<file path="src/rtl/core/assert_macros.svh">
// Assertion macros used by the top-level RTL file.
`ifndef ASSERT_MACROS_SVH
`define ASSERT_MACROS_SVH
`ifndef SYNTH
`define ASSERT_IMPLIES(lbl, clk, rst, ante, cons) \
   lbl: assert property (@(posedge clk) disable iff (rst) (ante) |-> (cons)) \
      else $error("%m: same-cycle check failed");
`define ASSERT_NEXT(lbl, clk, rst, ante, cons) \
   lbl: assert property (@(posedge clk) disable iff (rst) (ante) |=> (cons)) \
      else $error("%m: next-cycle check failed");
`else
`define ASSERT_IMPLIES(lbl, clk, rst, ante, cons)
`define ASSERT_NEXT(lbl, clk, rst, ante, cons)
`endif
`endif

</file>
<file path="src/rtl/core/rnsa_pkg.sv">
// Types and constants of the radius nearest site assigner.
package rnsa_pkg;
   localparam int SITE_SLOTS  = 64;
   localparam int GROUP_COUNT = 3;
   localparam int COORD_BITS  = 20;
   localparam int SLOT_W      = (SITE_SLOTS > 1) ? $clog2(SITE_SLOTS) : 1;
   localparam int RADIUS_BITS = COORD_BITS - 1;
   localparam int DIFF_BITS   = COORD_BITS + 1;
   localparam int SQ_BITS     = 2 * DIFF_BITS;
   localparam int DIST_BITS   = SQ_BITS + 1;
   localparam int RSQ_BITS    = 2 * RADIUS_BITS;
   localparam int TOTAL_BITS  = 48;
   localparam int COUNT_BITS  = 32;
   localparam int WEIGHT_BITS = 32;
   localparam int KEY_BITS    = 32;

   typedef enum logic [1:0] {
      OP_WRITE = 2'd0,
      OP_QUERY = 2'd1,
      OP_CLEAR = 2'd2,
      OP_NONE  = 2'd3
   } op_type;

   typedef enum logic [1:0] {
      ST_IDLE,
      ST_SCAN,
      ST_DRAIN,
      ST_FIN
   } state_type;

   typedef struct packed {
      logic                          active;
      logic [3:0]                    layer;
      logic signed [COORD_BITS-1:0]  x;
      logic signed [COORD_BITS-1:0]  z;
      logic [RADIUS_BITS-1:0]        radius;
      logic [KEY_BITS-1:0]           key;
      logic [1:0]                    group;
      logic [TOTAL_BITS-1:0]         total;
   } site_type;

   typedef struct packed {
      logic shift;
      logic write;
      logic wb;
      logic clear;
   } cell_ctl_type;

   typedef struct packed {
      logic start;
      logic valid;
   } dist_ctl_type;

   typedef struct packed {
      logic                  found;
      logic [SLOT_W-1:0]     slot;
      logic [KEY_BITS-1:0]   key;
      logic [1:0]            group;
      logic [TOTAL_BITS-1:0] total;
   } best_type;
endpackage

</file>
<file path="src/rtl/core/rnsa_cell.sv">
// One site cell of the rotating site ring.
module rnsa_cell (
   input  logic                         clock,
   input  logic                         reset,
   input  rnsa_pkg::cell_ctl_type       ctl,
   input  rnsa_pkg::site_type           shift_in,
   input  rnsa_pkg::site_type           wr_site,
   input  logic [rnsa_pkg::TOTAL_BITS-1:0] wb_total,
   output rnsa_pkg::site_type           site
);
   import rnsa_pkg::*;

   site_type site_ff, site_in;

   always_comb begin
      site_in = site_ff;
      if (ctl.shift) begin
         site_in = shift_in;
      end else begin
         if (ctl.write) begin
            site_in.active = wr_site.active;
            site_in.layer  = wr_site.layer;
            site_in.x      = wr_site.x;
            site_in.z      = wr_site.z;
            site_in.radius = wr_site.radius;
            site_in.key    = wr_site.key;
            site_in.group  = wr_site.group;
         end
         if (ctl.wb) begin
            site_in.total = wb_total;
         end
      end
      if (ctl.clear) begin
         site_in.total = '0;
      end
   end

   always_ff @(posedge clock) begin
      if (reset) begin
         site_ff.active <= 1'b0;
         site_ff.total  <= '0;
      end else begin
         site_ff <= site_in;
      end
   end

   assign site = site_ff;
endmodule

</file>
<file path="config.mk">
export PLATFORM = sky130hd
export DESIGN_NAME = rnsa_cell
export DESIGN_NICKNAME = d
export VERILOG_FILES = /design/src/rtl/core/assert_macros.svh /design/src/rtl/core/rnsa_pkg.sv /design/src/rtl/core/rnsa_cell.sv
export SDC_FILE = /design/constraint.sdc
export NUM_CORES = 1
export LEC_CHECK = 0
export BUFFER_PORTS_ARGS = -buffer_cell sky130_fd_sc_hd__buf_2
export CAP_MARGIN = 15
export CORE_AREA = 5 5 191 193
export DETAILED_ROUTE_END_ITERATION = 16
export DIE_AREA = 0 0 196 198
export PLACE_DENSITY = 0.53
export SYNTH_ARGS = -nofsm -noshare
export SYNTH_HDL_FRONTEND = slang
export SYNTH_SLANG_ARGS = --single-unit
</file>
<file path="constraint.sdc">
create_clock -name clock -period 13.2 [get_ports clock]
set_input_delay 1.32 -clock clock [delete_from_list [all_inputs] [get_ports clock]]
set_output_delay 1.32 -clock clock [all_outputs]
set_load 0.02 [all_outputs]
</file>
# ---- Word level (Yosys, flattened, before mapping)
# Index checks and enable logic that the tools add are counted.
dict set report word_totals {
  ff_bits 146
  inputBits 346
  out_inout_bits 146
  elab_cells 16
}
dict set report op_classes {
  mux 3
  bitwise_logic 1
  n_reduce_logical 4
}
# cell n
set ops {}
lappend ops {{2-to-1 mux 146 bit} 1}
lappend ops {{2-to-1 mux 98 bit} 1}
lappend ops {{2-to-1 mux 48 bit} 1}
lappend ops {{nonzero test 2 bit} 2}
lappend ops {{AND reduction 2 bit} 1}
lappend ops {{OR reduction 2 bit} 1}
lappend ops {{inverter 1 bit} 1}

# ---- Depth between registers and ports, before layout
dict set report depth {
  word_depth 2
  ltp_mapped 5
  ltp_nobuf 2
}

# ---- Worst setup path before layout
# No wires, ideal clock.
dict set report synth_timing {
  path_kind {input to register}
  from {in ctl[3] (netlist name)}
  to {reg site_ff (netlist bit site[100]) (enable)}
  setup_ps 554
  t_arrival_ps 5957
  required_time_ps 12646
  setup_slack_ps 6689
  stages 5
  n_path_buf 3
  path_cell_list {buf_2 > buf_2 > buf_2 > nor2_1 > nor2_1}
}
dict set report synth_via {
  elab_chain_cells 2
}
# element line_no
set synth_lines {}
lappend synth_lines {{from (decl)} rnsa_cell.sv:5} ;# input rnsa_pkg::cell_ctl_type ctl,
lappend synth_lines {{nonzero test 2 bit (no line)} -}
lappend synth_lines {{AND reduction 2 bit (no line)} -}
lappend synth_lines {{to (signal assigned)} rnsa_cell.sv:43} ;# site_ff <= site_in;
lappend synth_lines {{to (decl)} rnsa_cell.sv:13} ;# site_type site_ff, site_in;
# No other way between the ends.
# A chain may end at the register's enable or synchronous reset.

# ---- Final worst setup path
dict set report layout_timing {
  from {in reset}
  to {reg site_ff (netlist bit site[115]) (enable)}
}
dict set report layout_via {
  elab_chain_cells 2
}
# element line_no
set layout_lines {}
lappend layout_lines {{from (decl)} rnsa_cell.sv:4} ;# input logic reset,
lappend layout_lines {{inverter 1 bit (no line)} -}
lappend layout_lines {{AND reduction 2 bit (no line)} -}
# No other way between the ends.

==> results.yml <==
global_routing:
  grt_overflow_total: 0
  grt_max_degree: 75
  grt_antenna_before_repair: 8
  grt_pass1_vias: 5758
  grt_pass1_wl_um: 34210
  gr-usage-all-layers_pct: 11.72
detailed_routing:
  wirelength_um: 23910
  drtAntennaViolNets: 0
  route.detailed.drc: 0
  wire_per_inst_um: 17.95
  avgViaCountPerCell: 4.017
  vias: 5351
  drt_iter0_drc: 145
  first_pass_iters: 4
sta:
  grt_setup_unrepaired: "false"
  worst_pin_slew_ns: 1.091
  finalCritPeriodShare_pct: 25.11
  whs_ns: 0.5580
  fin_skew_ns: 0
  fmax_mhz: 301.8
  max-slew-margin-rel_pct: 27.24
  hold_viol: 0
  drv_slew: 0
  setup_viol: 0
  fin_setup_tns_ns: 0
  fin_crit_ns: 3.314
floorplan:
  die_w_um: 196
  dieArea_um2: 38810
  io-pin-count: 492
  start_util_pct: 18.99
  die_h_um: 198
  rows: 68
  core_region_area_um2: 34370
cells_and_area:
  largest_register_ffs: 146
  final_nets: 1206
  fill_cells: 3641
  drive_gt1_share_pct: 67.47
  final_area_um2: 9719
  syn2layout_area_growth_pct: 48.90
min_path:
  hp-class: "flop to flop"
clock_tree:
  htree_levels: 4
  cts_inserted_buffers: 17
  clock_latency_ns: 0.42
  ctsHoldBuffers: 0
  clk_pin_slew_ns: 0.06
  cts_root_buf: "clkbuf_16"
  postCtsSetupBuffers: 0
  clk_path_buf_depth: 2
  cts_tree: "built"
  clock-sinks: 146
  post_cts_resized: 0
critical_path:
  end_kind: "flop"
  cp_max_fo: 74
  cp_cell_sequence: "buf_2 -> buf_4 -> nor2_4 -> buf_4"
  critical-path-max-stage-delay_ns: 0.82
  crit_type: "input pin to flop"
  cp_common_cell: "buf_4"
  crit_slowest_cell: "buf_4"
  critPathRequiredTime_ns: 13.25
  crit_arrival_ns: 3.36
  start_kind: "input pin"
logic_synthesis:
  ys_ff_latch: 146
  synth_area_um2: 6528
  syn_avg_cell_area_um2: 15.18
  syn_nets: 776
  synth_warnings: 0
  ys_seq_area_share_pct: 59.65
  ys_types: 17
  syn_inst: 430
power:
  p_per_area_nw_per_um2: 126.2
  peakVddDrop_mv: 0.08318
  p_leak_nw: 4.244
place:
  dpl-instance-area_um2: 9143
  hpwl_um: 18150
  gp_congestion: 0.8442
  numPortBuffers: 443
run_status:
  outcome: "complete, no violations"
job:
  drv_cap: 0
[logic make-up after synthesis]
family	after synthesis	share of synthesized area [%]
compound gates	49	7.878
buf+inv	38	3.412
flops	146	59.65
mux	146	24.25
simple gates	51	4.811
[power by group]
part,total (mW),switching (mW),internal (mW)
clock network,0.476,0.200,0.276
logic,0.211,0.120,0.0906
registers,0.541,0.0104,0.530
total,1.23,0.330,0.897
[metrics by stage]
step / utilization (%) / instances / power (mW) / setup slack [ns]
after floorplan: - / 430 / 0.6682 / 6.689
after global placement: 26.60 / 1296 / 0.7621 / 9.428
after detailed placement: 26.60 / 1296 / 0.7643 / 9.416
after CTS: 28.25 / 1328 / 1.255 / 9.889
after global routing: 28.25 / 1329 / 1.287 / 9.756
final: 28.28 / 1332 / 1.227 / 9.886
[worst max-delay path: cells and delay by family]
kind | cells | cell delay (ns)
simple gates | 1 | 0.65
buf+inv | 3 | 1.23
[path summary, 6_finish.rpt]
| path | start | to | slack [ns] | depth (start not counted) |
|---|---|---|---|---|
| setup / recovery | reset | site[115]$_DFFE_PP_ | 9.89 | 4 |
| hold / removal | site[14]$_SDFFE_PP0P_ | site[14]$_SDFFE_PP0P_ | 0.56 | 2 |
| setup reg to reg | site[2]$_SDFFE_PP0P_ | site[2]$_SDFFE_PP0P_ | 12.21 | 2 |
| hold reg to reg | site[14]$_SDFFE_PP0P_ | site[14]$_SDFFE_PP0P_ | 0.56 | 2 |
[placed cells by master (no fill, tap or decap)]
cell type | netlist | layout
a2111oi_0 | 27 | 27
a2111oi_1 | 9 | 9
a2111oi_2 | 12 | 12
a211oi_1 | 1 | 1
buf_2 | 13 | 442
buf_4 | 2 | 6
bufinv_16 | 0 | 2
clkbuf_16 | 0 | 17
clkinv_1 | 0 | 2
clkinv_2 | 0 | 5
clkinv_4 | 0 | 1
clkinvlp_4 | 0 | 3
dfxtp_1 | 49 | 49
diode_2 | 0 | 4
edfxtp_1 | 97 | 97
inv_2 | 0 | 1
inv_6 | 0 | 2
mux2_2 | 97 | 97
mux2i_1 | 49 | 49
nor2_1 | 2 | 1
nor2_4 | 0 | 1
nor2b_1 | 49 | 49
[metal layers]
layer	vias up	GRT usage, %	routed length [µm]
met1	2475	12.02	8621
met2	299	20.32	11740
met3	34	6.636	2871
li1	2541	-	-
met4	2	3.801	653
met5	-	0	20
[cell type report]
type / count / area (µm²) / share of cell area (%)
flip-flops and latches: 146 / 3894 / 40.06
well taps: 455 / 569.3 / 5.857
diodes: 4 / 10.01 / 0.1030
clock buffers: 17 / 425.4 / 4.377
inverters: 1 / 3.754 / 0.03862
clock inverters: 15 / 141.4 / 1.455
multi-input cells: 246 / 2419 / 24.88
repair buffers: 448 / 2257 / 23.22
[synth_stat cells]
library cell,n,share of area [%]
nor2_1,2,0.12
mux2_2,97,17
a2111oi_2,12,2.8
buf_12,3,0.92
dfxtp_1,49,15
buf_1,2,0.12
buf_2,13,1.0
buf_6,1,0.17
mux2i_1,49,7.5
clkbuf_1,16,0.92
buf_4,2,0.23
nor2b_1,49,4.7
edfxtp_1,97,45
a2111oi_0,27,3.6
a211oi_1,1,0.12
a2111oi_1,9,1.4
inv_1,1,0.057
(Power assumes the default switching activity.)
