File: src/rtl/core/assert_macros.svh
// Assertion macros used by the top-level RTL file.
`ifndef ASSERT_MACROS_SVH
`define ASSERT_MACROS_SVH
`ifndef SYNTH
`define ASSERT_IMPLIES(lbl, clk, rst, ante, cons) \
   lbl: assert property (@(posedge clk) disable iff (rst) (ante) |-> (cons)) \
      else $error("%m: same-cycle check failed");
`define ASSERT_NEXT(lbl, clk, rst, ante, cons) \
   lbl: assert property (@(posedge clk) disable iff (rst) (ante) |=> (cons)) \
      else $error("%m: next-cycle check failed");
`else
`define ASSERT_IMPLIES(lbl, clk, rst, ante, cons)
`define ASSERT_NEXT(lbl, clk, rst, ante, cons)
`endif
`endif

File: src/rtl/core/rnsa_pkg.sv
// Types and constants of the radius nearest site assigner.
package rnsa_pkg;
   localparam int SITE_SLOTS  = 64;
   localparam int GROUP_COUNT = 3;
   localparam int COORD_BITS  = 20;
   localparam int SLOT_W      = (SITE_SLOTS > 1) ? $clog2(SITE_SLOTS) : 1;
   localparam int RADIUS_BITS = COORD_BITS - 1;
   localparam int DIFF_BITS   = COORD_BITS + 1;
   localparam int SQ_BITS     = 2 * DIFF_BITS;
   localparam int DIST_BITS   = SQ_BITS + 1;
   localparam int RSQ_BITS    = 2 * RADIUS_BITS;
   localparam int TOTAL_BITS  = 48;
   localparam int COUNT_BITS  = 32;
   localparam int WEIGHT_BITS = 32;
   localparam int KEY_BITS    = 32;

   typedef enum logic [1:0] {
      OP_WRITE = 2'd0,
      OP_QUERY = 2'd1,
      OP_CLEAR = 2'd2,
      OP_NONE  = 2'd3
   } op_type;

   typedef enum logic [1:0] {
      ST_IDLE,
      ST_SCAN,
      ST_DRAIN,
      ST_FIN
   } state_type;

   typedef struct packed {
      logic                          active;
      logic [3:0]                    layer;
      logic signed [COORD_BITS-1:0]  x;
      logic signed [COORD_BITS-1:0]  z;
      logic [RADIUS_BITS-1:0]        radius;
      logic [KEY_BITS-1:0]           key;
      logic [1:0]                    group;
      logic [TOTAL_BITS-1:0]         total;
   } site_type;

   typedef struct packed {
      logic shift;
      logic write;
      logic wb;
      logic clear;
   } cell_ctl_type;

   typedef struct packed {
      logic start;
      logic valid;
   } dist_ctl_type;

   typedef struct packed {
      logic                  found;
      logic [SLOT_W-1:0]     slot;
      logic [KEY_BITS-1:0]   key;
      logic [1:0]            group;
      logic [TOTAL_BITS-1:0] total;
   } best_type;
endpackage

File: src/rtl/core/rnsa_dist.sv
// Pipelined distance check and running best-site selection.
module rnsa_dist (
   input  logic                                clock,
   input  logic                                reset,
   input  rnsa_pkg::dist_ctl_type              ctl,
   input  rnsa_pkg::site_type                  head,
   input  logic [rnsa_pkg::SLOT_W-1:0]         head_slot,
   input  logic [3:0]                          q_layer,
   input  logic signed [rnsa_pkg::COORD_BITS-1:0] q_x,
   input  logic signed [rnsa_pkg::COORD_BITS-1:0] q_z,
   output rnsa_pkg::best_type                  best
);
   import rnsa_pkg::*;

   // stage 1: eligibility and absolute differences
   logic                         s1_v_ff, s1_elig_ff;
   logic [DIFF_BITS-1:0]         s1_dx_ff, s1_dz_ff;
   logic [RADIUS_BITS-1:0]       s1_rad_ff;
   logic [KEY_BITS-1:0]          s1_key_ff;
   logic [SLOT_W-1:0]            s1_slot_ff;
   logic [1:0]                   s1_grp_ff;
   logic [TOTAL_BITS-1:0]        s1_tot_ff;
   // stage 2: squares
   logic                         s2_v_ff, s2_elig_ff;
   logic [SQ_BITS-1:0]           s2_dx2_ff, s2_dz2_ff;
   logic [RSQ_BITS-1:0]          s2_r2_ff;
   logic [KEY_BITS-1:0]          s2_key_ff;
   logic [SLOT_W-1:0]            s2_slot_ff;
   logic [1:0]                   s2_grp_ff;
   logic [TOTAL_BITS-1:0]        s2_tot_ff;
   // best so far
   best_type                     best_ff;
   logic [DIST_BITS-1:0]         best_d_ff;

   logic signed [DIFF_BITS-1:0]  dx_s, dz_s;
   logic [DIFF_BITS-1:0]         dx_in, dz_in;
   logic                         elig_in;
   logic [DIST_BITS-1:0]         d_sum;
   logic                         take;

   always_comb begin
      dx_s    = DIFF_BITS'(head.x) - DIFF_BITS'(q_x);
      dz_s    = DIFF_BITS'(head.z) - DIFF_BITS'(q_z);
      dx_in   = dx_s[DIFF_BITS-1] ? DIFF_BITS'(-dx_s) : DIFF_BITS'(dx_s);
      dz_in   = dz_s[DIFF_BITS-1] ? DIFF_BITS'(-dz_s) : DIFF_BITS'(dz_s);
      elig_in = head.active && (head.layer == q_layer) && (int'(head.group) < GROUP_COUNT);
      d_sum   = DIST_BITS'(s2_dx2_ff) + DIST_BITS'(s2_dz2_ff);
      take    = s2_v_ff && s2_elig_ff && (d_sum <= DIST_BITS'(s2_r2_ff))
                && (!best_ff.found || (d_sum < best_d_ff)
                    || ((d_sum == best_d_ff) && (s2_key_ff < best_ff.key)));
   end

   always_ff @(posedge clock) begin
      if (reset) begin
         s1_v_ff <= 1'b0;
         s2_v_ff <= 1'b0;
         best_ff.found <= 1'b0;
      end else begin
         s1_v_ff <= ctl.valid;
         s2_v_ff <= s1_v_ff;
         if (ctl.start) begin
            best_ff.found <= 1'b0;
         end else if (take) begin
            best_ff.found <= 1'b1;
         end
      end
      s1_elig_ff <= elig_in;
      s1_dx_ff   <= dx_in;
      s1_dz_ff   <= dz_in;
      s1_rad_ff  <= head.radius;
      s1_key_ff  <= head.key;
      s1_slot_ff <= head_slot;
      s1_grp_ff  <= head.group;
      s1_tot_ff  <= head.total;
      s2_elig_ff <= s1_elig_ff;
      s2_dx2_ff  <= s1_dx_ff * s1_dx_ff;
      s2_dz2_ff  <= s1_dz_ff * s1_dz_ff;
      s2_r2_ff   <= s1_rad_ff * s1_rad_ff;
      s2_key_ff  <= s1_key_ff;
      s2_slot_ff <= s1_slot_ff;
      s2_grp_ff  <= s1_grp_ff;
      s2_tot_ff  <= s1_tot_ff;
      if (take) begin
         best_d_ff     <= d_sum;
         best_ff.slot  <= s2_slot_ff;
         best_ff.key   <= s2_key_ff;
         best_ff.group <= s2_grp_ff;
         best_ff.total <= s2_tot_ff;
      end
   end

   assign best = best_ff;
endmodule

File: config.mk
export PLATFORM = sky130hd
export DESIGN_NAME = rnsa_dist
export DESIGN_NICKNAME = d
export VERILOG_FILES = /design/src/rtl/core/assert_macros.svh /design/src/rtl/core/rnsa_pkg.sv /design/src/rtl/core/rnsa_dist.sv
export SDC_FILE = /design/constraint.sdc
export NUM_CORES = 2
export LEC_CHECK = 0
export ABC_AREA = 1
export BUFFER_PORTS_ARGS = -buffer_cell sky130_fd_sc_hd__buf_2
export CAP_MARGIN = 20
export CORE_ASPECT_RATIO = 0.6
export CORE_MARGIN = 8
export CORE_UTILIZATION = 70
export CTS_BUF_LIST = sky130_fd_sc_hd__clkbuf_4
export DETAILED_ROUTE_END_ITERATION = 7
export PLACE_DENSITY = 0.95
export SYNTH_ARGS = -nofsm -noshare
export SYNTH_HDL_FRONTEND = slang
export SYNTH_SLANG_ARGS = --single-unit
File: constraint.sdc
create_clock -name clock -period 17.7 [get_ports clock]
set_input_delay 2.655 -clock clock [delete_from_list [all_inputs] [get_ports clock]]
set_output_delay 2.655 -clock clock [all_outputs]
set_load 0.03 [all_outputs]
# After elaboration in Yosys (flattened, before gate mapping)
# Index checks and enable logic that the tools add are counted.
[totals]
out_inout_bits = 89
mem_bits_ro = 0
reg_bits = 495
ramBits = 0
latch_bits = 0
input_bits = 200
word_cells = 52
n_memories = 0
[classes]
shift = 0
n_reduce_logical = 10
bitwise_logic = 0
mux = 2
multipliers = 3
n_eq_ne = 2
div = 0
add_sub_neg = 5
n_lt_le_gt_ge = 4
[ops]
columns = ["op", "n"]
rows = [
  ["multiplier 21 x 21 -> 42 bit", 2],
  ["adder 42 x 42 -> 43 bit", 1],
  ["equality test 43 bit", 1],
  ["<= comparator 43 x 38 -> 1 bit", 1],
  ["< comparator 43 bit", 1],
  ["negator 21 bit", 2],
  ["subtractor 20 x 20 -> 21 bit", 2],
  ["two-way mux 20 bit", 2],
  ["multiplier 19 x 19 -> 38 bit", 1],
  ["< comparator 32 bit", 1],
  ["logical AND 1 bit", 6],
  ["equality test 4 bit", 1],
  ["logical OR 1 bit", 2],
  ["< comparator 2 bit (second input constant)", 1],
  ["OR reduction 2 bit", 1],
  ["logical NOT 1 bit", 1],
]

# Logic depth before layout (Yosys ltp)
[depth]
ltp_word = 5
ltp_mapped = 30
mapped_depth_nobuf = 29

# Worst setup path before layout
# OpenSTA, ideal clock, no wires.
[synth_path]
path_type = "register -> register"
start = "register s1_dz_ff[6]"
end = "register s2_dz2_ff[37]"
synth_period_minus_slack_ns = 6.295
path_stages_with_launch = 27
required_time_ns = 17.588
setup_ns = 0.112
arrival_time_ns = 6.183
n_path_buf = 2
slack_ns = 11.405
path_cell_list = "dfxtp_1 clkbuf_1 buf_1 nand2_1 fa_1 fa_1 fa_1 inv_1 fa_1 fa_1 fa_1 inv_1 fa_1 inv_1 ha_1 nand2_1 nor2_1 inv_1 nor3_1 nand4_1 nand3_1 nand2_1 nand2_1 a21oi_1 or2_2 nand3_1 nand2_1"
[synth_via]
elab_chain_cells = 1
[synth_rtl]
columns = ["item", "line_no", "rtl"]
rows = [
  ["start: declaration", "rnsa_dist.sv:17", "logic [DIFF_BITS-1:0] s1_dx_ff, s1_dz_ff;"],
  ["start signal: assignment", "rnsa_dist.sv:69", "s1_dz_ff <= dz_in;"],
  ["multiplier 21 x 21 -> 42 bit", "rnsa_dist.sv:77", "s2_dz2_ff <= s1_dz_ff * s1_dz_ff;"],
  ["end signal: assignment", "rnsa_dist.sv:77", ""],
  ["end: declaration", "rnsa_dist.sv:25", "logic [SQ_BITS-1:0] s2_dx2_ff, s2_dz2_ff;"],
]
# No other way between the ends.
# A chain may end at the register's enable or synchronous reset.

# Worst setup path after layout
[layout_path]
start = "register s1_dx_ff[9]"
end = "register s2_dx2_ff[35]"
[layout_via]
elab_chain_cells = 1
[layout_rtl]
columns = ["item", "line_no", "rtl"]
rows = [
  ["start: declaration", "rnsa_dist.sv:17", ""],
  ["start signal: assignment", "rnsa_dist.sv:68", "s1_dx_ff <= dx_in;"],
  ["multiplier 21 x 21 -> 42 bit", "rnsa_dist.sv:76", "s2_dx2_ff <= s1_dx_ff * s1_dx_ff;"],
  ["end signal: assignment", "rnsa_dist.sv:76", ""],
  ["end: declaration", "rnsa_dist.sv:25", ""],
]
# No other way between the ends.

==> key figures <==
CTS
  • CTS Hold Bufs: 0
  • CTS tree: built
  • Setup bufs post-CTS: 0
  • # resized after CTS: 0
  • Max Buffers Root-to-Sink: 3
  • Num CTS Buffers: 110
  • Reg clk slew, reported paths: 0.08 ns
  • Worst-Skew Late Latency: 1.07 ns
  • CTS Sinks: 492
  • H-tree level count: 3
  • Clk Tree Root Cell: clkbuf_4

Critical path
  • Worst endpoint required time: 18.70 ns
  • R2r endpoint: s2_dx2_ff[35]
  • CP Class: flip-flop to flip-flop
  • R2R cell count: 25
  • CP startpoint kind: flip-flop
  • R2r startpoint: s1_dx_ff[9]
  • Reg2reg setup slack: 10.21 ns
  • Crit Path Max Fanout: 22
  • Setup crit end kind: flip-flop
  • WP data arrival: 8.48 ns

Detailed routing
  • # DRC: 0
  • WL/cell: 18.5 um
  • Final wirelength: 148000 um
  • Vias per inst: 5.58
  • DRT antenna net count: 0
  • DRT iter0 DRCs: 5059
  • DRT Pass-1 Iters: 8
  • Vias: 44500

Placement
  • DP Area: 58400 um2
  • # port buffers: 288
  • HPWL Detailed: 121000 um
  • Final RePlAce weighted congestion: 0.977
  • Placed instance count: 7767

Yosys
  • Syn_nets: 8218
  • Dominant cell by count in the synthesized netlist: inv_1
  • Top_reg_cell synth: dfxtp_1
  • Synth cell count leaders: inv_1, nand2_1, fa_1
  • Synthesized area: 56100 um2
  • EDFF count, synth: 131
  • Post-synth cell types: 55
  • Ranking of synthesized cells by area: fa_1, ha_1, dfxtp_1
  • Synthesis Warnings: 0
  • Cells after synthesis: 6528
  • Yosys top cell area share: 31.1%
  • Area leader, netlist: fa_1
  • Synth Register Bits: 492
  • Ys async rst share: 0%
  • Mean post-synth cell area: 8.59 um2
  • Post-synthesis sequential area ratio: 19.9%

Timing
  • Minimum clock period: 7.49 ns
  • Max_slew headroom: 19.9%
  • Tcrit/Tclk final: 42.3%
  • Max Slew Vio Count: 0
  • Hold Slack: 0.269 ns
  • RSZ-0062 raised after global routing: no
  • Setup violators final: 0
  • Hold Vio Cnt, Final: 0
  • Slew @ Worst Pin: 1.20 ns
  • Setup_tns: 0 ns
  • Max Fclk: 134 MHz
  • Final worst clock skew: 0.101 ns

Final layout
  • FF+latch area: 11200 um2
  • Finished layout cell area: 60000 um2
  • Fin cells: 7983
  • Multi-input logic area: 37400 um2
  • Fin nets: 8504
  • Fillers: 5269
  • Share of cells above drive strength 1: 7.73%
  • Layout area overhead: 7.00%

Global route
  • Grt total ovfl: 0
  • Vias in the first global route: 47600
  • Initial antenna violation count: 10
  • Largest net degree at the start of global routing: 73
  • GRT Total Usage: 33.1%
  • First-pass GRT wire length: 241000 um

Min path
  • Hold EP: s2_tot_ff[6]
  • WHS Path Cells: 0
  • Worst min path class: flip-flop to flip-flop
  • Worst hold start: s1_tot_ff[6]

Floorplan
  • Core footprint: 79400 um2
  • Io pins: 289
  • Die W: 381 um
  • Die area: 89700 um2
  • Site row count: 80
  • Chip height: 235 um
  • Starting Density: 70.6%

Job
  • Max Cap Viol: 0

Run status
  • Status: finished clean
## metal layers
layer | up-vias | GRT usage [%] | wire length, um
met3 | 454 | 8.17 | 16800
met4 | 0 | 10.4 | 4510
li1 | 20100 | - | -
met1 | 21400 | 44.9 | 58700
met5 | - | 0 | 0
met2 | 2587 | 52.5 | 67500
## critical path, cell delays in order, from the launching register on
cell and delay [ns]:
dfxtp_1 1.04, nand2_1 0.23, fa_1 0.58, inv_1 0.06, fa_1 0.51, inv_1 0.06, fa_1 0.47, inv_1 0.05
fa_1 0.49, inv_1 0.06, fa_1 0.54, inv_1 0.05, fa_1 0.47, inv_1 0.05, fa_1 0.50, inv_1 0.05
ha_1 0.36, nand2_1 0.11, nor2_1 0.21, nand2_1 0.08, nand2_1 0.09, a31oi_1 0.08, o21ai_0 0.63, a21oi_1 0.21
o21ai_0 0.26, xor2_1 0.16
## cell type report
class	instances	area share [%]
sequential	492	18.6
antenna	13	0.0542
multi-input combinational	4044	62.4
timing repair buffer	301	2.60
clock buffer	164	2.05
inverter	1865	11.7
tap	1066	2.22
clock inverter	38	0.430
## kinds of logic after synthesis
kind of cell | Yosys count | share of synthesized area, %
AO/OA/AOI/OAI | 518 | 5.21
XOR/XNOR | 225 | 3.60
adder cells (fa/ha/maj) | 1490 | 44.9
buffers and inverters | 1992 | 13.4
flip-flops | 492 | 19.9
AND/OR/NAND/NOR | 1811 | 13.0
## cells in the final DEF (no fill, tap or decap), drive strengths merged, types with 85 or more instances in the layout
master and n:
dfxtp 361, fa 870, nand3 137, clkbuf 164, nand2 1271, buf 301
xnor2 85, ha 620, nor2 293, inv 1869, edfxtp 131, a21oi 281
xor2 140, o21ai 119
## registers in the layout, indices dropped and copies added (netlist names), 6 cells and up
| register | count |
|---|---|
| best | 89 |
| best_d_ff | 43 |
| s1_dx_ff | 21 |
| s1_dz_ff | 21 |
| s1_key_ff | 32 |
| s1_rad_ff | 19 |
| s1_slot_ff | 6 |
| s1_tot_ff | 48 |
| s2_dx2_ff | 41 |
| s2_dz2_ff | 41 |
| s2_key_ff | 32 |
| s2_r2_ff | 37 |
| s2_slot_ff | 6 |
| s2_tot_ff | 48 |
## worst max path at each step
stage                          to   startpoint  depth (start not counted)
detailed placement  s2_dx2_ff[35]  s1_dx_ff[9]                         25
global placement    s2_dx2_ff[35]  s1_dx_ff[9]                         25
finish              s2_dx2_ff[35]  s1_dx_ff[9]                         25
global route        s2_dx2_ff[35]  s1_dx_ff[9]                         25
floorplan           s2_dz2_ff[37]  s1_dz_ff[6]                         26
CTS                 s2_dx2_ff[35]  s1_dx_ff[9]                         25
## per-stage QoR
step | worst slack (ns) | util, %
after floorplan | 11.41 | -
after global placement | 10.68 | 73.6
after detailed placement | 10.44 | 73.6
after CTS | 10.39 | 75.5
after global routing | 9.87 | 75.6
final | 10.21 | 75.6
Power is not shown: default switching activity piles up to over one toggle a cycle in this logic, so the estimate is an artifact.
